File: config.mk
export PLATFORM = sky130hd
export DESIGN_NAME = byte_stuffed_frame_receiver_top
export DESIGN_NICKNAME = d
export VERILOG_FILES = /design/src/rtl/bsfr_pkg.sv /design/src/rtl/byte_stuffed_frame_receiver_top.sv
export SDC_FILE = /design/constraint.sdc
export NUM_CORES = 1
export LEC_CHECK = 0
export BUFFER_PORTS_ARGS = -buffer_cell sky130_fd_sc_hd__buf_2
export CAP_MARGIN = 20
export CORE_UTILIZATION = 59
export CTS_CLUSTER_SIZE = 25
export DETAILED_ROUTE_END_ITERATION = 7
export PLACE_DENSITY = 0.92
export SLEW_MARGIN = 30
export SYNTH_ARGS = -nofsm -noshare
export SYNTH_HDL_FRONTEND = slang
export SYNTH_SLANG_ARGS = --single-unit
File: constraint.sdc
create_clock -name clk -period 11.1 [get_ports clk]
set_input_delay 1.11 -clock clk [delete_from_list [all_inputs] [get_ports clk]]
set_output_delay 1.11 -clock clk [all_outputs]
set_load 0.05 [all_outputs]
File: src/rtl/bsfr_pkg.sv
`default_nettype none

package bsfr_pkg;

    localparam int unsigned ADDR_W = 4;
    localparam int unsigned DATA_W = 32;

    localparam logic [1:0] REG_START_DELIM = 2'd0;
    localparam logic [1:0] REG_END_DELIM   = 2'd1;
    localparam logic [1:0] REG_MAX_SIZE    = 2'd2;

    localparam logic [7:0]  RST_START_DELIM = 8'hFF;
    localparam logic [7:0]  RST_END_DELIM   = 8'hFF;
    localparam logic [15:0] RST_MAX_SIZE    = 16'd16384;

    localparam logic [7:0] ESC_BYTE = 8'hFD;
    localparam logic [7:0] ALT_BYTE = 8'hFF;

    typedef struct packed {
        logic [7:0]  payload_byte;
        logic        payload_valid;
        logic        frame_done;
        logic [15:0] frame_bytes;
        logic        closed_by_limit;
    } result_t;

endpackage

`default_nettype wire

File: src/rtl/byte_stuffed_frame_receiver_top.sv
// An item is registered on acceptance into the input register, and its result is then
// registered in the result register, which drives the outputs.
// Throughput: one item per cycle; the input register and the result register form a
// two-stage pipeline that stalls only while a result waits on out_ready.
// Reset (rst_n, asynchronous, active low): hunting for the start delimiter, pipeline
// empty, registers at start 0xFF, end 0xFF, max frame size 16384.
`default_nettype none

module byte_stuffed_frame_receiver_top
(
    input  wire logic                         clk,
    input  wire logic                         rst_n,

    input  wire logic                         psel,
    input  wire logic                         penable,
    input  wire logic                         pwrite,
    input  wire logic [bsfr_pkg::ADDR_W-1:0]  paddr,
    input  wire logic [bsfr_pkg::DATA_W-1:0]  pwdata,
    output      logic [bsfr_pkg::DATA_W-1:0]  prdata,
    output      logic                         pready,

    input  wire logic                         in_valid,
    output      logic                         in_ready,
    input  wire logic [7:0]                   rx_byte,

    output      logic                         out_valid,
    input  wire logic                         out_ready,
    output      logic [7:0]                   payload_byte,
    output      logic                         payload_valid,
    output      logic                         frame_done,
    output      logic [15:0]                  frame_bytes,
    output      logic                         closed_by_limit
);

    logic [7:0]  start_delim_reg;
    logic [7:0]  end_delim_reg;
    logic [15:0] max_size_reg;
    logic        cfg_write;

    logic        in_valid_reg;
    logic [7:0]  in_byte_reg;

    logic        in_frame_reg;
    logic        in_frame_next;
    logic        esc_reg;
    logic        esc_next;
    logic [15:0] count_reg;
    logic [15:0] count_next;

    logic                out_valid_reg;
    logic                out_valid_next;
    bsfr_pkg::result_t   res_reg;
    bsfr_pkg::result_t   res_next;
    logic                emit;

    logic        advance;
    logic [15:0] limit;

    // configuration port
    assign pready    = 1'b1;
    assign cfg_write = psel & penable & pwrite;

    always_ff @(posedge clk or negedge rst_n)
    begin
        if (!rst_n)
        begin
            start_delim_reg <= bsfr_pkg::RST_START_DELIM;
            end_delim_reg   <= bsfr_pkg::RST_END_DELIM;
            max_size_reg    <= bsfr_pkg::RST_MAX_SIZE;
        end
        else if (cfg_write)
        begin
            unique case (paddr[3:2])
                bsfr_pkg::REG_START_DELIM: start_delim_reg <= pwdata[7:0];
                bsfr_pkg::REG_END_DELIM:   end_delim_reg   <= pwdata[7:0];
                bsfr_pkg::REG_MAX_SIZE:    max_size_reg    <= pwdata[15:0];
                default:                   ;
            endcase
        end
    end

    always_comb
    begin
        unique case (paddr[3:2])
            bsfr_pkg::REG_START_DELIM: prdata = {24'd0, start_delim_reg};
            bsfr_pkg::REG_END_DELIM:   prdata = {24'd0, end_delim_reg};
            bsfr_pkg::REG_MAX_SIZE:    prdata = {16'd0, max_size_reg};
            default:                   prdata = '0;
        endcase
    end

    // pipeline control
    assign advance  = ~out_valid_reg | out_ready;
    assign in_ready = ~in_valid_reg | advance;

    always_ff @(posedge clk or negedge rst_n)
    begin
        if (!rst_n)
        begin
            in_valid_reg <= 1'b0;
        end
        else if (in_ready)
        begin
            in_valid_reg <= in_valid;
        end
    end

    always_ff @(posedge clk)
    begin
        if (in_ready && in_valid)
        begin
            in_byte_reg <= rx_byte;
        end
    end

    // deframing
    assign limit = (max_size_reg == 16'd0) ? 16'd0 : max_size_reg - 16'd1;

    always_comb
    begin
        in_frame_next = in_frame_reg;
        esc_next      = esc_reg;
        count_next    = count_reg;
        emit          = 1'b0;
        res_next      = '0;

        if (!in_frame_reg)
        begin
            if (in_byte_reg == start_delim_reg)
            begin
                in_frame_next = 1'b1;
                esc_next      = 1'b0;
                count_next    = 16'd0;
            end
        end
        else if (esc_reg)
        begin
            esc_next = 1'b0;
            if ((in_byte_reg == bsfr_pkg::ESC_BYTE || in_byte_reg == bsfr_pkg::ALT_BYTE)
                && count_reg < max_size_reg)
            begin
                count_next             = count_reg + 16'd1;
                emit                   = 1'b1;
                res_next.payload_byte  = in_byte_reg;
                res_next.payload_valid = 1'b1;
            end
        end
        else if (in_byte_reg == bsfr_pkg::ESC_BYTE)
        begin
            esc_next = 1'b1;
        end
        else if (in_byte_reg == end_delim_reg || count_reg >= limit)
        begin
            emit                     = 1'b1;
            res_next.frame_done      = 1'b1;
            res_next.frame_bytes     = count_reg;
            res_next.closed_by_limit = (in_byte_reg != end_delim_reg);
            in_frame_next            = 1'b0;
            count_next               = 16'd0;
        end
        else
        begin
            count_next             = count_reg + 16'd1;
            emit                   = 1'b1;
            res_next.payload_byte  = in_byte_reg;
            res_next.payload_valid = 1'b1;
        end
    end

    assign out_valid_next = in_valid_reg & emit;

    always_ff @(posedge clk or negedge rst_n)
    begin
        if (!rst_n)
        begin
            in_frame_reg  <= 1'b0;
            esc_reg       <= 1'b0;
            count_reg     <= 16'd0;
            out_valid_reg <= 1'b0;
        end
        else if (advance)
        begin
            out_valid_reg <= out_valid_next;
            if (in_valid_reg)
            begin
                in_frame_reg <= in_frame_next;
                esc_reg      <= esc_next;
                count_reg    <= count_next;
            end
        end
    end

    always_ff @(posedge clk)
    begin
        if (advance && out_valid_next)
        begin
            res_reg <= res_next;
        end
    end

    assign out_valid       = out_valid_reg;
    assign payload_byte    = res_reg.payload_byte;
    assign payload_valid   = res_reg.payload_valid;
    assign frame_done      = res_reg.frame_done;
    assign frame_bytes     = res_reg.frame_bytes;
    assign closed_by_limit = res_reg.closed_by_limit;

endmodule

`default_nettype wire

# After elaboration in Yosys (flattened, before gate mapping)
# Index checks and enable logic that the tools add are counted.
dict set report word_totals {
  output_inout_bits 62
  ram_bits 0
  romBits 0
  reg_bits 87
  input_bits 51
  word_cells 78
  n_memories 0
  latchBits 0
}
dict set report op_classes {
  n_mul 0
  order_cmp 2
  n_eq_ne 9
  shifts 0
  mux 26
  bitwise 9
  add_sub_neg 2
  reduce_logical 16
  n_div 0
}
# operator n
set ops {}
lappend ops {{two-way mux 16 bit} 7}
lappend ops {{case mux 16 bit (3 select lines)} 1}
lappend ops {{two-way mux 27 bit} 1}
lappend ops {{two-way mux 9 bit} 3}
lappend ops {{two-way mux 18 bit} 1}
lappend ops {{adder 16 x 1 -> 16 bit (second input constant)} 1}
lappend ops {{equality test 8 bit} 2}
lappend ops {{equality test 8 bit (second input constant)} 2}
lappend ops {{greater-or-equal comparator 16 bit} 1}
lappend ops {{zero test 16 bit} 1}
lappend ops {{less-than comparator 16 bit} 1}
lappend ops {{subtractor 16 x 1 -> 16 bit (second input constant)} 1}
lappend ops {{two-way mux 1 bit} 13}
lappend ops {{inequality test 8 bit} 1}
lappend ops {{AND reduction 2 bit} 4}
lappend ops {{AND reduction 5 bit} 1}
lappend ops {{inverter 1 bit} 4}
lappend ops {{OR reduction 4 bit} 1}
lappend ops {{AND 1 bit} 3}
lappend ops {{logical AND 1 bit} 3}
lappend ops {{inequality test 3 x 2 -> 1 bit (second input constant)} 1}
lappend ops {{inequality test 3 bit (second input constant)} 1}
lappend ops {{AND reduction 3 bit} 1}
lappend ops {{OR reduction 3 bit} 1}
lappend ops {{other kinds (6)} 8}

# Longest topological paths before layout
dict set report depth {
  ltp_word 8
  mapped_depth 16
  depth_no_buf 15
}

# Worst setup path after synthesis
# No wires, ideal clock.
dict set report synth_timing {
  kind {in2out}
  from {input port paddr[3] in the netlist's numbering}
  to {output port prdata[0] in the netlist's numbering}
  path_slack_ns 7.257
  arrival_ns 2.733
  path_buffers 1
  required_time_ns 9.990
  cell_stages 3
  path_cell_list {buf_1 mux2i_1 o21ai_0}
}
dict set report synth_between {
  elab_chain_cells 2
  elab_cells_between_ends 4
  classes_between {eq/ne (2); mux (1); reduce/logical (1)}
}
# element line_no
set synth_rtl {}
lappend synth_rtl {{start, declared} byte_stuffed_frame_receiver_top.sv:17} ;# input wire logic [bsfr_pkg::ADDR_W-1:0] paddr,
lappend synth_rtl {{equality test 2 bit, or another cell as far along} byte_stuffed_frame_receiver_top.sv:84} ;# unique case (paddr[3:2])
lappend synth_rtl {{case mux 16 bit (3 select lines) *} byte_stuffed_frame_receiver_top.sv:84}
lappend synth_rtl {{end, declared} byte_stuffed_frame_receiver_top.sv:19} ;# output logic [bsfr_pkg::DATA_W-1:0] prdata,
# Mark *: on every way between the ends. The rest lies on a longest branch, timed or not.

# Worst setup path after layout
dict set report layout_timing {
  from {register max_size_reg[4]}
  to {register count_reg[7]}
}
dict set report layout_between {
  elab_chain_cells 8
  elab_cells_between_ends 13
  classes_between {add/sub (1); order compare (2); eq/ne (1); mux (5); reduce/logical (4)}
}
# element line_no
set layout_rtl {}
lappend layout_rtl {{start, declared} byte_stuffed_frame_receiver_top.sv:37} ;# logic [15:0] max_size_reg;
lappend layout_rtl {{start signal, assigned} byte_stuffed_frame_receiver_top.sv:69} ;# max_size_reg <= bsfr_pkg::RST_MAX_SIZE;
lappend layout_rtl {{start signal, assigned} byte_stuffed_frame_receiver_top.sv:76} ;# bsfr_pkg::REG_MAX_SIZE: max_size_reg <= pwdata[15:0];
lappend layout_rtl {{subtractor 16 x 1 -> 16 bit or zero test 16 bit (tied branches)} byte_stuffed_frame_receiver_top.sv:117} ;# assign limit = (max_size_reg == 16'd0) ? 16'd0 : max_size_reg - 16'd1;
lappend layout_rtl {{two-way mux 16 bit} byte_stuffed_frame_receiver_top.sv:117}
lappend layout_rtl {{greater-or-equal comparator 16 bit} byte_stuffed_frame_receiver_top.sv:152} ;# else if (in_byte_reg == end_delim_reg || count_reg >= limit)
lappend layout_rtl {{logical OR 1 bit} byte_stuffed_frame_receiver_top.sv:152}
lappend layout_rtl {{two-way mux 16 bit} byte_stuffed_frame_receiver_top.sv:152}
lappend layout_rtl {{two-way mux 16 bit} byte_stuffed_frame_receiver_top.sv:148} ;# else if (in_byte_reg == bsfr_pkg::ESC_BYTE)
lappend layout_rtl {{two-way mux 16 bit} byte_stuffed_frame_receiver_top.sv:136} ;# else if (esc_reg)
lappend layout_rtl {{two-way mux 16 bit} byte_stuffed_frame_receiver_top.sv:127} ;# if (!in_frame_reg)
lappend layout_rtl {{end signal, assigned} byte_stuffed_frame_receiver_top.sv:188} ;# count_reg <= count_next;
lappend layout_rtl {{end, declared} byte_stuffed_frame_receiver_top.sv:47} ;# logic [15:0] count_reg;
# Several ways; a longest one is shown, not always the timed one. The select of a mux whose other input is x is not followed.
# A chain may end at the register's enable or synchronous reset.

==> impl_metrics.py <==
metrics = {
    "status": {
        "outcome": "completed",
    },
    "layout": {
        "mostFrequentLayoutCell": "buf_2",
        "layout-drive-gt1-share_pct": 23.4,
        "final_cell_mix": "77 x buf_2, 63 x nand2_1, 38 x o21ai_0",
        "nNetsFinal": 674,
        "n_antenna_cell": 0,
        "final.fill_count": 652,
        "syn_to_final_growth_pct": 11.9,
    },
    "floorplan": {
        "rows": 33,
        "dieArea_mm2": 0.00916,
        "fp.dieW_um": 95.7,
        "die_height_um": 95.7,
        "ios": 113,
        "coreArea_mm2": 0.00834,
        "start_util_pct": 62.1,
    },
    "power_and_ir_drop": {
        "p_per_area_mw_per_mm2": 181,
        "power.total_mw": 1.05,
        "vdd_ir_drop_max_uv": 107,
        "leakage_nw": 2.69,
    },
    "sta": {
        "rsz0062_at_grt": "no",
        "drv_slew": 0,
        "setup-violations-final": 0,
        "fmax_mhz": 224,
        "finalHoldViolations": 0,
        "relSlewSlack_pct": 54.4,
        "worst_pin_slew_ns": 0.681,
        "min_period_ns": 4.47,
        "setup_tns_ns": 0,
        "fin_skew_ns": 0.0139,
        "finalCritPeriodShare_pct": 40.3,
    },
    "hold_path": {
        "worstHoldEndpoint": "in_frame_reg",
        "hold_class": "reg -> reg",
        "hold_depth": 1,
        "min-delay-start": "in_valid_reg",
    },
    "setup_path": {
        "r2r_slack_ns": 6.63,
        "crit_buf_inv": 1,
        "required_ns": 11.39,
        "critical_path.cell_chain": "or3_1 -> or3_1 -> nor3_2 -> nand2_1 -> nor3_1 -> xnor2_1 -> nand2_1 -> ha_1 -> a21o_1 -> a21o_1 -> a221oi_1 -> o21ai_1 -> a22oi_1 -> buf_4 -> a22oi_1 -> o21ai_0",
        "path_class": "reg -> reg",
        "worstPathMaxFanout": 8,
        "startpoint": "max_size_reg[4]",
        "slowest_delay_ns": 0.54,
        "crit_family": "compound AO/OA/AOI/OAI gates",
        "r2r_cells": 16,
        "start_kind": "flop",
        "cp-end-kind": "flop",
        "worstPathArrival_ns": 4.76,
        "r2r_start": "max_size_reg[4]",
        "slowest_stage": "a22oi_1",
        "r2r-end": "count_reg[7]",
    },
    "global_route": {
        "grt_max_degree": 53,
        "grt_pass1_wl_um": 18600,
        "antenna_found_initial": 0,
        "overflow": 0,
        "track_usage_pct": 27.1,
        "grt_pass1_vias": 3890,
    },
    "clock_network": {
        "clock-sinks": 87,
        "cts_tree": "built",
        "ctsLongestPathBuffers": 2,
        "htree_levels": 3,
        "clkTransAtPathRegs_ns": 0.10,
        "cts_resized": 0,
        "postCtsSetupRepairBufs": 0,
        "cts_root_buf": "clkbuf_8",
        "clock_latency_ns": 0.38,
        "cts_buffers": 9,
        "ctsHoldBuffers": 0,
    },
    "detailed_routing": {
        "drtAntennaViolNets": 0,
        "viasPerCell": 5.88,
        "routed_wirelength_um": 11500,
        "dr.pass1.iters": 4,
        "drc": 0,
        "vias": 4111,
        "wl_per_cell_um": 16.4,
        "drt_iter0_drc": 308,
    },
    "synth": {
        "synth_warnings": 0,
        "synthTopCellsByArea": "edfxtp_1 20%, dfrtp_1 17%, dfstp_2 8.6%",
        "synth-edff-count": 35,
        "synth_area_mm2": 0.00518,
        "synth_top_cell_area_share_pct": 20.3,
        "yosysSeqAreaShare_pct": 45.8,
        "synth_top_cell_by_area": "edfxtp_1",
        "synth-main-ff-cell": "edfxtp_1",
        "netlist_instances": 514,
        "syn_area_per_cell_um2": 10.1,
        "synthArstFlopShare_pct": 59.8,
        "synth-seq-cells": 87,
        "synth.distinct_cells": 54,
    },
    "placement": {
        "io_buffer_count": 77,
        "dp_hpwl_um": 8420,
        "place.gp.congestion": 0.886,
    },
    "job": {
        "cap_violations": 0,
    },
}
## metal layers
| layer | share of wire [%] | wire, µm | global-route usage, % | up-vias |
|---|---|---|---|---|
| li1 | - | - | - | 1931 |
| met1 | 44 | 5060 | 35.8 | 1975 |
| met2 | 48 | 5460 | 43.9 | 173 |
| met3 | 5.8 | 669 | 5.06 | 32 |
| met4 | 2.5 | 284 | 11.3 | 0 |
| met5 | 0 | 0 | 0 | - |
## final cells by class
cell class | instances | area [µm²] | share of cell area, %
multi-input combinational | 384 | 2580 | 44.5
sequential | 87 | 2370 | 41.0
timing repair buffer | 80 | 408 | 7.04
tap | 105 | 131 | 2.27
clock buffer | 9 | 124 | 2.14
inverter | 27 | 101 | 1.75
clock inverter | 7 | 80.1 | 1.38
## worst max path at each step
stage	end	slack (ns)	depth (start not counted)
floorplan	prdata[0]	7.26	3
global placement	count_reg[14]	6.76	15
detailed placement	count_reg[3]	6.59	15
CTS	count_reg[7]	6.50	15
global route	count_reg[14]	6.41	14
finish	count_reg[7]	6.63	16
## cells in the mapped netlist, types with 3 or more instances
master	count
buf_4	18
mux2i_1	8
a31oi_1	3
inv_1	26
xor2_1	17
and3_1	3
xnor2_1	13
a22oi_1	4
nand3_1	21
nor3_1	13
nand4_1	3
o211ai_1	5
or3_1	4
o21ai_0	38
a211oi_1	5
a22o_1	3
and4_1	3
dfrtp_1	35
dfstp_2	17
edfxtp_1	35
nand2_1	63
and2_1	37
a21o_1	4
a21oi_1	7
clkbuf_1	8
nor4_1	9
mux2_2	17
nor2_1	19
nor2b_1	5
ha_1	34
o21ai_1	4
nor3b_1	3
nand2b_1	4
## worst reg2reg max path, delay by kind of cell, from the launching register on
| kind | cells | cell delay, ns |
|---|---|---|
| AOI/OAI and AO/OA | 7 | 1.66 |
| and+or+nand+nor | 6 | 1.53 |
| DFF | 1 | 0.45 |
| adders and majority gates | 1 | 0.32 |
| buffers and inverters | 1 | 0.27 |
| xor gates and xnor gates | 1 | 0.14 |
## power breakdown
| group | internal, mW | total (mW) | switching, mW | leakage (nW) |
|---|---|---|---|---|
| sequential | 0.400 | 0.472 | 0.0720 | 0.974 |
| combinational | 0.127 | 0.349 | 0.221 | 1.61 |
| clock | 0.107 | 0.231 | 0.124 | 0.102 |
| total | 0.634 | 1.05 | 0.417 | 2.69 |
## cell families (layout without fill, tap and decap cells)
group,count (synthesis),count (layout),synth area share (%)
flops,87,87,45.8
compound gates,84,84,10.5
mux,25,25,5.24
xor+xnor,30,30,5.07
fa+ha+maj,34,34,8.21
simple gates,194,194,19.3
buf+inv,58,123,5.70
other cells,2,17,0.145
## per-stage QoR
step                utilization (%)  hold slack (ns)  area [µm²]  cells  setup WS (ns)
global route                   69.5            0.555        5800    699           6.41
finish                         69.5            0.533        5800    699           6.63
floorplan                         -            0.463        5240    529           7.26
global placement               66.9            0.484        5580    682           6.76
detailed placement             67.0            0.520        5580    682           6.59
CTS                            69.4            0.525        5790    698           6.50
No activity file was read; power rests on OpenSTA's default activity.
